--- src/design/tea_pkg.sv ---
// Shared types and constants for the triangle edge adjacency block.
// No dependencies; every other design file refers to this package by scope.
package tea_pkg;

   localparam int MAX_TRIS     = 4096;
   localparam int TRI_IDX_BITS = $clog2(MAX_TRIS);
   localparam int CNT_BITS     = TRI_IDX_BITS + 1;
   localparam int VERT_BITS    = 16;
   localparam int QUERY_BITS   = 12;
   localparam int NBR_BITS     = 13;
   localparam int CMD_BITS     = 2;

   localparam int QUEUE_DEPTH  = 4;
   localparam int QPTR_BITS    = $clog2(QUEUE_DEPTH);
   localparam int QCNT_BITS    = QPTR_BITS + 1;

   localparam logic [CMD_BITS-1:0] CMD_CLEAR  = 2'd0;
   localparam logic [CMD_BITS-1:0] CMD_APPEND = 2'd1;
   localparam logic [CMD_BITS-1:0] CMD_QUERY  = 2'd2;

   localparam logic [NBR_BITS-1:0] NBR_NONE = {NBR_BITS{1'b1}};

   typedef enum logic [1:0] {
      OP_CLEAR,
      OP_APPEND,
      OP_QUERY
   } op_type;

   // Three vertex indices of one triangle, corner zero in the low bits.
   typedef logic [2:0][VERT_BITS-1:0] tri_type;

   typedef struct packed {
      op_type                kind;
      tri_type               corners;
      logic [QUERY_BITS-1:0] query;
   } entry_type;

   typedef struct packed {
      logic                      status;
      logic [2:0][NBR_BITS-1:0]  nbr;
      logic [2:0]                dup;
   } result_type;

endpackage

--- src/design/tea_front.sv ---
// Front end of the triangle edge adjacency block: accepts commands,
// classifies them and holds them in a short queue. Uses tea_pkg.
module tea_front (
   input  logic                  clock,
   input  logic                  reset,
   input  logic                  in_valid,
   output logic                  in_ready,
   input  logic [tea_pkg::CMD_BITS-1:0] in_cmd,
   input  tea_pkg::tri_type      in_corners,
   input  logic [tea_pkg::QUERY_BITS-1:0] in_query,
   output logic                  head_valid,
   output tea_pkg::entry_type    head,
   input  logic                  head_pop
);

   tea_pkg::entry_type                  queue_ff [tea_pkg::QUEUE_DEPTH];
   logic [tea_pkg::QPTR_BITS-1:0]       wr_ptr_ff, wr_ptr_in;
   logic [tea_pkg::QPTR_BITS-1:0]       rd_ptr_ff, rd_ptr_in;
   logic [tea_pkg::QCNT_BITS-1:0]       fill_ff, fill_in;
   tea_pkg::entry_type                  new_entry;
   logic                                keep;
   logic                                push;
   logic                                pop;

   assign in_ready   = (fill_ff != tea_pkg::QCNT_BITS'(tea_pkg::QUEUE_DEPTH));
   assign head_valid = (fill_ff != '0);
   assign head       = queue_ff[rd_ptr_ff];

   // Unused command codes are consumed here and never reach the back end.
   always_comb begin
      new_entry.corners = in_corners;
      new_entry.query   = in_query;
      new_entry.kind    = tea_pkg::OP_CLEAR;
      keep              = 1'b1;
      unique case (in_cmd)
         tea_pkg::CMD_CLEAR:  new_entry.kind = tea_pkg::OP_CLEAR;
         tea_pkg::CMD_APPEND: new_entry.kind = tea_pkg::OP_APPEND;
         tea_pkg::CMD_QUERY:  new_entry.kind = tea_pkg::OP_QUERY;
         default:             keep = 1'b0;
      endcase
   end

   assign push = in_valid && in_ready && keep;
   assign pop  = head_pop && head_valid;

   always_comb begin
      wr_ptr_in = push ? wr_ptr_ff + 1'b1 : wr_ptr_ff;
      rd_ptr_in = pop  ? rd_ptr_ff + 1'b1 : rd_ptr_ff;
      fill_in   = fill_ff;
      if (push && !pop) begin
         fill_in = fill_ff + 1'b1;
      end else if (pop && !push) begin
         fill_in = fill_ff - 1'b1;
      end
   end

   always_ff @(posedge clock) begin
      if (reset) begin
         wr_ptr_ff <= '0;
         rd_ptr_ff <= '0;
         fill_ff   <= '0;
      end else begin
         wr_ptr_ff <= wr_ptr_in;
         rd_ptr_ff <= rd_ptr_in;
         fill_ff   <= fill_in;
      end
   end

   always_ff @(posedge clock) begin
      if (push) begin
         queue_ff[wr_ptr_ff] <= new_entry;
      end
   end

endmodule

--- config.mk ---
export PLATFORM = sky130hd
export DESIGN_NAME = tea_front
export DESIGN_NICKNAME = d
export VERILOG_FILES = /design/src/design/tea_pkg.sv /design/src/design/tea_front.sv
export SDC_FILE = /design/constraint.sdc
export NUM_CORES = 1
export LEC_CHECK = 0
export ABC_AREA = 0
export BUFFER_PORTS_ARGS = -buffer_cell sky130_fd_sc_hd__buf_2
export CAP_MARGIN = 5
export CORE_MARGIN = 2
export CORE_UTILIZATION = 46
export DETAILED_ROUTE_END_ITERATION = 16
export PLACE_DENSITY_LB_ADDON = 0.1
export REMOVE_ABC_BUFFERS = 1
export SYNTH_ARGS = -nofsm -noshare
export SYNTH_HDL_FRONTEND = slang
export SYNTH_SLANG_ARGS = --single-unit
--- constraint.sdc ---
create_clock -name clock -period 6.89 [get_ports clock]
set_input_delay 1.378 -clock clock [delete_from_list [all_inputs] [get_ports clock]]
set_output_delay 1.378 -clock clock [all_outputs]
set_load 0.03 [all_outputs]
==> results of run 1 <==
area by class of cell:
cell class                      instances  area share
Antenna cell                            1   0.0002247
Clock buffer                           33     0.06270
Clock inverter                         13    0.007528
Inverter                                4    0.001348
Multi-Input combinational cell         99      0.1536
Sequential cell                       257      0.6856
Tap cell                              270     0.03034
Timing Repair Buffer                  130     0.05865
sequential cells by signal, indices dropped and copies added (netlist names), named ones only:
| name | flops |
|---|---|
| fill_ff | 3 |
| queue_ff | 248 |
| rd_ptr_ff | 2 |
| wr_ptr_ff | 2 |
worst max-delay path: stages (launching register included):
cell	delay (ns)
dfxtp_4	0.83
buf_4	0.62
mux4_2	0.61
buf_2	0.20
power by group:
group,switching (mW),internal (mW),total (mW)
sequential,0.118,1.85,1.97
clock,0.544,0.749,1.29
combinational,0.608,0.404,1.01
total,1.27,3.00,4.27
cells in the final DEF (no fill, tap or decap), drive strengths merged, types with 5 or more instances in the layout:
cell type	synthesis	routed
buf	13	130
clkbuf	2	33
clkinv	0	11
dfxtp	9	9
edfxtp	248	248
ha	5	5
inv	4	5
mux4	62	62
nor2	8	8
cell families (layout without fill, tap and decap cells):
kind of cell	count (synthesis)	after routing
DFF	257	257
muxes	65	65
and+or+nand+nor	19	19
buffers and inverters	19	180
adders and majority gates	6	6
AOI/OAI and AO/OA	5	5
xor gates and xnor gates	4	4
other	0	1
worst paths after layout:
check	end	cells after the start	slack, ns	start
worst max-delay path	head[17]	3	2.70	register
worst min register to register	wr_ptr_ff[1]$_SDFFE_PP0P_	2	0.51	wr_ptr_ff[1]$_SDFFE_PP0P_
worst min-delay path	wr_ptr_ff[1]$_SDFFE_PP0P_	2	0.51	wr_ptr_ff[1]$_SDFFE_PP0P_
worst max register to register	fill_ff[2]$_SDFFE_PP0P_	8	4.48	fill_ff[0]$_SDFFE_PP0P_
per-stage QoR:
stage	setup WS, ns	cell area [um^2]
floorplan	2.104	9343
detailed placement	3.118	10350
finish	2.700	11140
global placement	3.140	10350
global route	2.429	11130
CTS	2.562	11130
routing by layer:
layer	vias to the layer above	GRT usage
met2	100	0.2631
li1	1881	-
met3	26	0.03642
met4	0	0.03894
met1	2183	0.2010
met5	-	0
==> results.sh, run 1 <==
export IMPL_hp_class="register to register"
export IMPL_rsz0062_at_grt="no"
export IMPL_grt_pass1_vias=4629
export IMPL_antenna_found_initial=1
export IMPL_area_growth_pct=17.77
export IMPL_setup_viol=0
export IMPL_vias_per_cell=5.192
export IMPL_dieArea_mm2=0.02172
export IMPL_synthDistinctLibCells=25
export IMPL_crit_type="register to primary output"
export IMPL_critPathMaxFanout=34
export IMPL_synth_seq_cells=257
export IMPL_worst_pin_slew_ns=1.002
export IMPL_worst_setup_path_start_kind="register"
export IMPL_synth_area_top_cells="edfxtp_1 (79%), mux4_2 (15%), dfxtp_1 (1.9%), buf_6 (0.71%), ha_1 (0.66%)"
export IMPL_holdWs_ns=0.5134
export IMPL_end_kind="primary output"
export IMPL_synth_most_common_cell="edfxtp_1"
export IMPL_cts_resized=0
export IMPL_synth_common_cells="edfxtp_1 (248), mux4_2 (62), dfxtp_1 (9)"
export IMPL_synth_top_family_by_area="multiplexers"
export IMPL_path_clk_slew_ns=0.06
export IMPL_numCtsBuffers=27
export IMPL_io_buffers=129
export IMPL_dp_hpwl_mm=8.997
export IMPL_core_mm2=0.02023
export IMPL_grt_usage=0.1536
export IMPL_grt_pass1_wl_mm=25.61
export IMPL_hold_viol_final=0
export IMPL_cellPowerDensity_mw_per_mm2=383.8
export IMPL_cts_tree="done"
export IMPL_routabilityCongestion=0.6862
export IMPL_ir_drop_mv=0.1920
export IMPL_synthAdderAreaFrac=0.008734
export IMPL_ant_nets=0
export IMPL_drtPass1Iterations=4
export IMPL_rows=52
export IMPL_die_w_um=147.4
export IMPL_drc=0
export IMPL_routed_top_layer="met4"
export IMPL_clock_sinks=257
export IMPL_report_final_slew_viol_count=0
export IMPL_synth_simple_area_share=0.01045
export IMPL_wl_per_cell_um=20.44
export IMPL_max_slew_margin=0.3321
export IMPL_synth_avg_cell_area_um2=25.21
export IMPL_multiInputGateArea_mm2=0.001710
export IMPL_seq_area_mm2=0.007635
export IMPL_arrival_ns=2.81
export IMPL_synth_mux_area_frac=0.1514
export IMPL_start_util=0.4673
export IMPL_instances_no_fill=807
export IMPL_drt_wl_total_mm=16.50
export IMPL_die_h_um=147.4
export IMPL_ys_seq_area_frac=0.8067
export IMPL_synthArstFlopShare=0
export IMPL_ctsRootBufferMaster="clkbuf_16"
export IMPL_yosysTopAreaCell="edfxtp_1"
export IMPL_dr_wl_met2_mm=8.539
export IMPL_grt_max_degree=63
export IMPL_drive_above_1_share=0.4347
export IMPL_worstSkewPairLatency_ns=0.51
export IMPL_cts_buffer_depth=3
export IMPL_placed_cells=760
export IMPL_synthXorXnorAreaFrac=0.003705
export IMPL_htreeDepth=1
export IMPL_setup_tns_ns=0
export IMPL_cts_setup_buffers=0
export IMPL_dr_total_vias=4190
export IMPL_nets=591
export IMPL_grt_overflow_total=0
export IMPL_max_freq_ghz=0.2386
export IMPL_synthCells=375
export IMPL_synth_compound_area_share=0.005558
export IMPL_yosysWarnings=0
export IMPL_power_leakage_nw=3.712
export IMPL_status="finished clean"
export IMPL_skew_ns=0.006149
export IMPL_ioPinCount=130
export IMPL_p_total_mw=4.274
export IMPL_wl_met3_um=923
export IMPL_synth_edf_count=248
export IMPL_wl_met1_mm=6.742
export IMPL_hold_buffers=0
export IMPL_nFillCells=1569
export IMPL_synth_cell_area_mm2=0.009455
export IMPL_finalCritPeriodShare=0.6082
export IMPL_drtIter0Drc=298
export IMPL_cp_required_ns=5.51
export IMPL_netlist_area_leader_share=0.7876
export IMPL_min_period_ns=4.190
export IMPL_synth_ff_type="edfxtp_1"
export IMPL_final_core_util=0.5503
export IMPL_maxCapViolCount=0
No activity file was read; power rests on OpenSTA's default activity.
==> run 2, diff against run 1 <==
- clock period: 6.89 -> 3.95 ns (I/O delays scaled with it)
==> run 2 against run 1 <==
Effect of this change:
- non-clock buffer count rose by 5
- via count rose by 1.1%
- hold slack got worse by 0.026 ns
- final cell count did not move
- largest cell class unchanged
- critical path type unchanged
- count of clock-buffer cells in the layout rose by 2
- setup slack got worse by 1.9 ns
- first-iteration DRC count fell by 37%
- register-to-register slack got worse by 2.9 ns
- critical path depth did not move
- sequential power rose by 74%
==> results.sh, run 2 (same netlist as run 1, synthesis figures left out) <==
export IMPL_rsz0062_at_grt="no"
export IMPL_start_util=0.4673
export IMPL_grt_pass1_wl_mm=26.05
export IMPL_end_kind="primary output"
export IMPL_rows=52
export IMPL_worst_setup_path_start_kind="register"
export IMPL_cellPowerDensity_mw_per_mm2=660.5
export IMPL_cts_setup_buffers=0
export IMPL_dieArea_mm2=0.02172
export IMPL_cts_tree="done"
export IMPL_maxCapViolCount=0
export IMPL_htreeDepth=1
export IMPL_worst_pin_slew_ns=0.9567
export IMPL_holdWs_ns=0.4872
export IMPL_setup_tns_ns=0
export IMPL_ir_drop_mv=0.3605
export IMPL_area_growth_pct=18.37
export IMPL_status="finished clean"
export IMPL_ant_nets=0
export IMPL_hold_buffers=0
export IMPL_antenna_found_initial=1
export IMPL_numCtsBuffers=26
export IMPL_crit_type="register to primary output"
export IMPL_ctsRootBufferMaster="clkbuf_16"
export IMPL_drtIter0Drc=188
export IMPL_cp_required_ns=3.16
export IMPL_nFillCells=1574
export IMPL_min_period_ns=3.178
export IMPL_nets=595
export IMPL_max_freq_ghz=0.3146
export IMPL_instances_no_fill=807
export IMPL_wl_per_cell_um=20.81
export IMPL_skew_ns=0.008582
export IMPL_routabilityCongestion=0.6847
export IMPL_grt_overflow_total=0
export IMPL_cts_resized=0
export IMPL_drc=0
export IMPL_multiInputGateArea_mm2=0.001710
export IMPL_drive_above_1_share=0.4403
export IMPL_die_w_um=147.4
export IMPL_grt_usage=0.1578
export IMPL_io_buffers=129
export IMPL_hp_class="input pin to register"
export IMPL_die_h_um=147.4
export IMPL_path_clk_slew_ns=0.06
export IMPL_seq_area_mm2=0.007635
export IMPL_layout_common_cells="edfxtp_1 (248), buf_2 (129), mux4_2 (62), clkbuf_16 (27), clkbuf_1 (8)"
export IMPL_placed_cells=765
export IMPL_top_register="queue_ff"
export IMPL_critPathMaxFanout=31
export IMPL_cts_buffer_depth=3
export IMPL_grt_max_degree=63
export IMPL_report_final_slew_viol_count=0
export IMPL_arrival_ns=2.39
export IMPL_dp_hpwl_mm=9.640
export IMPL_setup_viol=0
export IMPL_drt_wl_total_mm=16.79
export IMPL_core_mm2=0.02023
export IMPL_worstSkewPairLatency_ns=0.52
export IMPL_dr_total_vias=4237
export IMPL_grt_pass1_vias=4647
export IMPL_power_leakage_nw=3.732
export IMPL_hold_viol_final=0
export IMPL_clock_sinks=257
export IMPL_largest_register_ffs=248
export IMPL_largestRegisters="queue_ff x248, fill_ff x3"
export IMPL_ioPinCount=130
export IMPL_drtPass1Iterations=4
export IMPL_max_slew_margin=0.3622
export IMPL_vias_per_cell=5.250
export IMPL_finalCritPeriodShare=0.8047
export IMPL_final_common_cell="edfxtp_1"
==> run 2: cell count changes in the layout (fill, tap and decap cells not counted), sizes merged <==
cell / previous run / this run
clkinv: 11 / 5
buf: 130 / 135
clkbuf: 33 / 35
bufinv: 1 / 0
==> run 2: layout make-up <==
type,count,share of cell area
flip-flops and latches,257,0.6822
multi-input cells,99,0.1528
repair buffers,135,0.06730
clock buffers,35,0.06305
well taps,270,0.03018
clock inverters,6,0.002907
inverters,4,0.001342
diodes,1,0.0002236
==> run 2: where the power goes <==
part | internal [mW] | total, mW | leakage [nW] | switching (mW)
combinational | 0.738 | 1.81 | 1.03 | 1.07
clock | 1.24 | 2.16 | 0.361 | 0.918
sequential | 3.23 | 3.42 | 2.34 | 0.199
total | 5.20 | 7.39 | 3.73 | 2.19
==> run 2: path summary, 6_finish.rpt <==
check	slack [ns]	end	startpoint	cells past startpoint
setup / recovery	0.77	head[1]	register	3
setup reg to reg	1.54	fill_ff[2]$_SDFFE_PP0P_	fill_ff[0]$_SDFFE_PP0P_	8
hold reg to reg	0.53	rd_ptr_ff[1]$_SDFFE_PP0P_	rd_ptr_ff[1]$_SDFFE_PP0P_	2
hold / removal	0.49	queue_ff[3][33]$_DFFE_PP_	in_corners[21]	1
==> run 2: per-stage QoR <==
step	total power [mW]	instance area [um^2]	utilization	setup WS, ns
after floorplan	4.781	9343	-	-0.2483
after CTS	7.513	11190	0.5530	0.6716
after global routing	7.725	11190	0.5530	0.5760
after detailed placement	5.342	10450	0.5165	1.196
final	7.393	11190	0.5531	0.7715
after global placement	5.323	10450	0.5165	1.222
==> run 2: metal layers <==
metal / vias up / track usage / wire (um)
met1: 2218 / 0.2063 / 7134
met3: 26 / 0.03549 / 762
met5: - / 0 / 13
met2: 103 / 0.2722 / 8576
met4: 2 / 0.03990 / 304
li1: 1888 / - / -
==> run 2: critical path: stages (launching register included) <==
cell and delay, ns:
dfxtp_4 0.79, buf_12 0.31, mux4_2 0.55, buf_2 0.19
==> run 3, diff against run 2 <==
- clock period: 3.95 -> 3.2 ns (I/O delays scaled with it)
==> run 3 against run 2 <==
Effect of this change:
- final cell count is 1.5% higher
- power up 25%
- via count increased by 0.33%
- sequential power is 22% higher
- setup slack lost 0.43 ns
- clock power grew 25%
- global-route usage increased by 0.16 points
- combinational power rose by 30%
- non-clock buffer count up 7
- cell area grew 0.96%
- hold slack lost 0.15 ns
- sequential cell count is the same
- critical endpoint is now head[42]
- largest cell class unchanged
- largest power group unchanged
==> results.sh, run 3 (same netlist as run 1, synthesis figures left out) <==
export IMPL_drtPass1Iterations=4
export IMPL_crit_path_top_delay_cell="dfxtp_4"
export IMPL_die_w_um=147.4
export IMPL_io_buffers=129
export IMPL_min_to="queue_ff[1][9]$_DFFE_PP_"
export IMPL_reg2reg_depth=8
export IMPL_largestRegisters="queue_ff x248, fill_ff x3"
export IMPL_max_freq_ghz=0.3497
export IMPL_hp_class="input pin to register"
export IMPL_core_mm2=0.02023
export IMPL_worstSkewPairLatency_ns=0.52
export IMPL_die_h_um=147.4
export IMPL_drc=0
export IMPL_grt_overflow_total=0
export IMPL_dr_total_vias=4251
export IMPL_hold_viol_final=0
export IMPL_final_common_cell="edfxtp_1"
export IMPL_skew_ns=0.01036
export IMPL_max_slew_margin=0.6288
export IMPL_setup_viol=0
export IMPL_nets=602
export IMPL_grt_pass1_vias=4709
export IMPL_ioPinCount=130
export IMPL_power_leakage_nw=3.785
export IMPL_numCtsBuffers=26
export IMPL_cts_buffer_depth=3
export IMPL_wl_per_cell_um=20.50
export IMPL_largest_register_ffs=248
export IMPL_top_register="queue_ff"
export IMPL_start_util=0.4673
export IMPL_worst_hold_path_num_cells=1
export IMPL_worst_setup_path_start_kind="register"
export IMPL_hp_start="in_query[9]"
export IMPL_antenna_found_initial=0
export IMPL_hold_buffers=0
export IMPL_routabilityCongestion=0.6773
export IMPL_rsz0062_at_grt="no"
export IMPL_final_core_util=0.5584
export IMPL_drtIter0Drc=232
export IMPL_r2r_end="fill_ff[2]$_SDFFE_PP0P_"
export IMPL_dieArea_mm2=0.02172
export IMPL_ff2ff_setup_slack_ns=0.84
export IMPL_grt_usage=0.1595
export IMPL_path_clk_slew_ns=0.06
export IMPL_cp_slowest_stage_delay_ns=0.70
export IMPL_ctsRootBufferMaster="clkbuf_16"
export IMPL_report_final_slew_viol_count=0
export IMPL_cts_tree="done"
export IMPL_crit_type="register to primary output"
export IMPL_layout_common_cells="edfxtp_1 (248), buf_2 (129), mux4_2 (62), clkbuf_16 (27), clkbuf_1 (10)"
export IMPL_end_kind="primary output"
export IMPL_critPathMaxFanout=24
export IMPL_antenna_cells=0
export IMPL_clock_sinks=257
export IMPL_worst_pin_slew_ns=0.5568
export IMPL_cts_resized=0
export IMPL_dp_hpwl_mm=10.21
export IMPL_drive_above_1_share=0.4426
export IMPL_grt_max_degree=34
export IMPL_cts_setup_buffers=0
export IMPL_finalCritPeriodShare=0.8936
export IMPL_grt_pass1_wl_mm=26.64
export IMPL_min_period_ns=2.859
export IMPL_vias_per_cell=5.190
export IMPL_area_growth_pct=19.51
export IMPL_drt_wl_total_mm=16.79
export IMPL_cellPowerDensity_mw_per_mm2=816.6
export IMPL_maxCapViolCount=0
export IMPL_htreeDepth=1
export IMPL_ant_nets=0
export IMPL_arrival_ns=2.22
export IMPL_status="finished clean"
export IMPL_cp_required_ns=2.56
export IMPL_dpl_cell_area_mm2=0.01054
export IMPL_crit_chain="buf_4 -> mux4_2 -> buf_2"
export IMPL_worstReg2RegStart="fill_ff[0]$_SDFFE_PP0P_"
export IMPL_rows=52
export IMPL_ir_drop_mv=0.5488
export IMPL_final_area_mm2=0.01130
-- run 3: worst max path at each step --
stage / cells past startpoint / to
5_1_grt: 3 / head[42]
4_1_cts: 3 / head[42]
3_5_place_dp: 8 / fill_ff[2]$_SDFFE_PP0P_
6_report: 3 / head[42]
2_1_floorplan: 1 / head[0]
3_3_place_gp: 8 / fill_ff[2]$_SDFFE_PP0P_
-- run 3: worst max-delay path, delay by kind of cell, from the launching register on --
kind | cells | cell delay, ns
muxes | 1 | 0.53
DFF | 1 | 0.70
buffers and inverters | 2 | 0.47
-- run 3: cell type report --
class	count	area (um^2)
sequential	257	7635
inverter	4	15.01
timing repair buffer	142	843.3
fill	1542	8935
tap	270	337.8
clock buffer	37	713.2
multi-input combinational	99	1710
clock inverter	10	45.04
-- run 3: power by group --
group	internal (mW)	total, mW	switching (mW)
Sequential	3.98	4.18	0.196
Clock	1.54	2.70	1.15
Combinational	0.967	2.36	1.39
Total	6.49	9.23	2.74
-- run 3: per-stage QoR --
stage	power, mW	setup WS (ns)	hold slack (ns)	TNS [ns]	instances
after floorplan	5.901	-0.8483	0.4807	-52.59	360
after global placement	6.632	0.6601	0.4995	0	772
after detailed placement	6.666	0.5869	0.5205	0	772
after CTS	9.382	0.2651	0.3109	0	819
after global routing	9.654	0.2019	0.3153	0	819
final	9.227	0.3406	0.3366	0	819
-- run 3: routing by layer --
metal  GRT usage  vias up  wire [um]
li1            -     1901          -
met1      0.2110     2215       6984
met2      0.2731      105       8582
met3     0.03117       30        788
met4     0.04567        0        432
met5           0        -          0
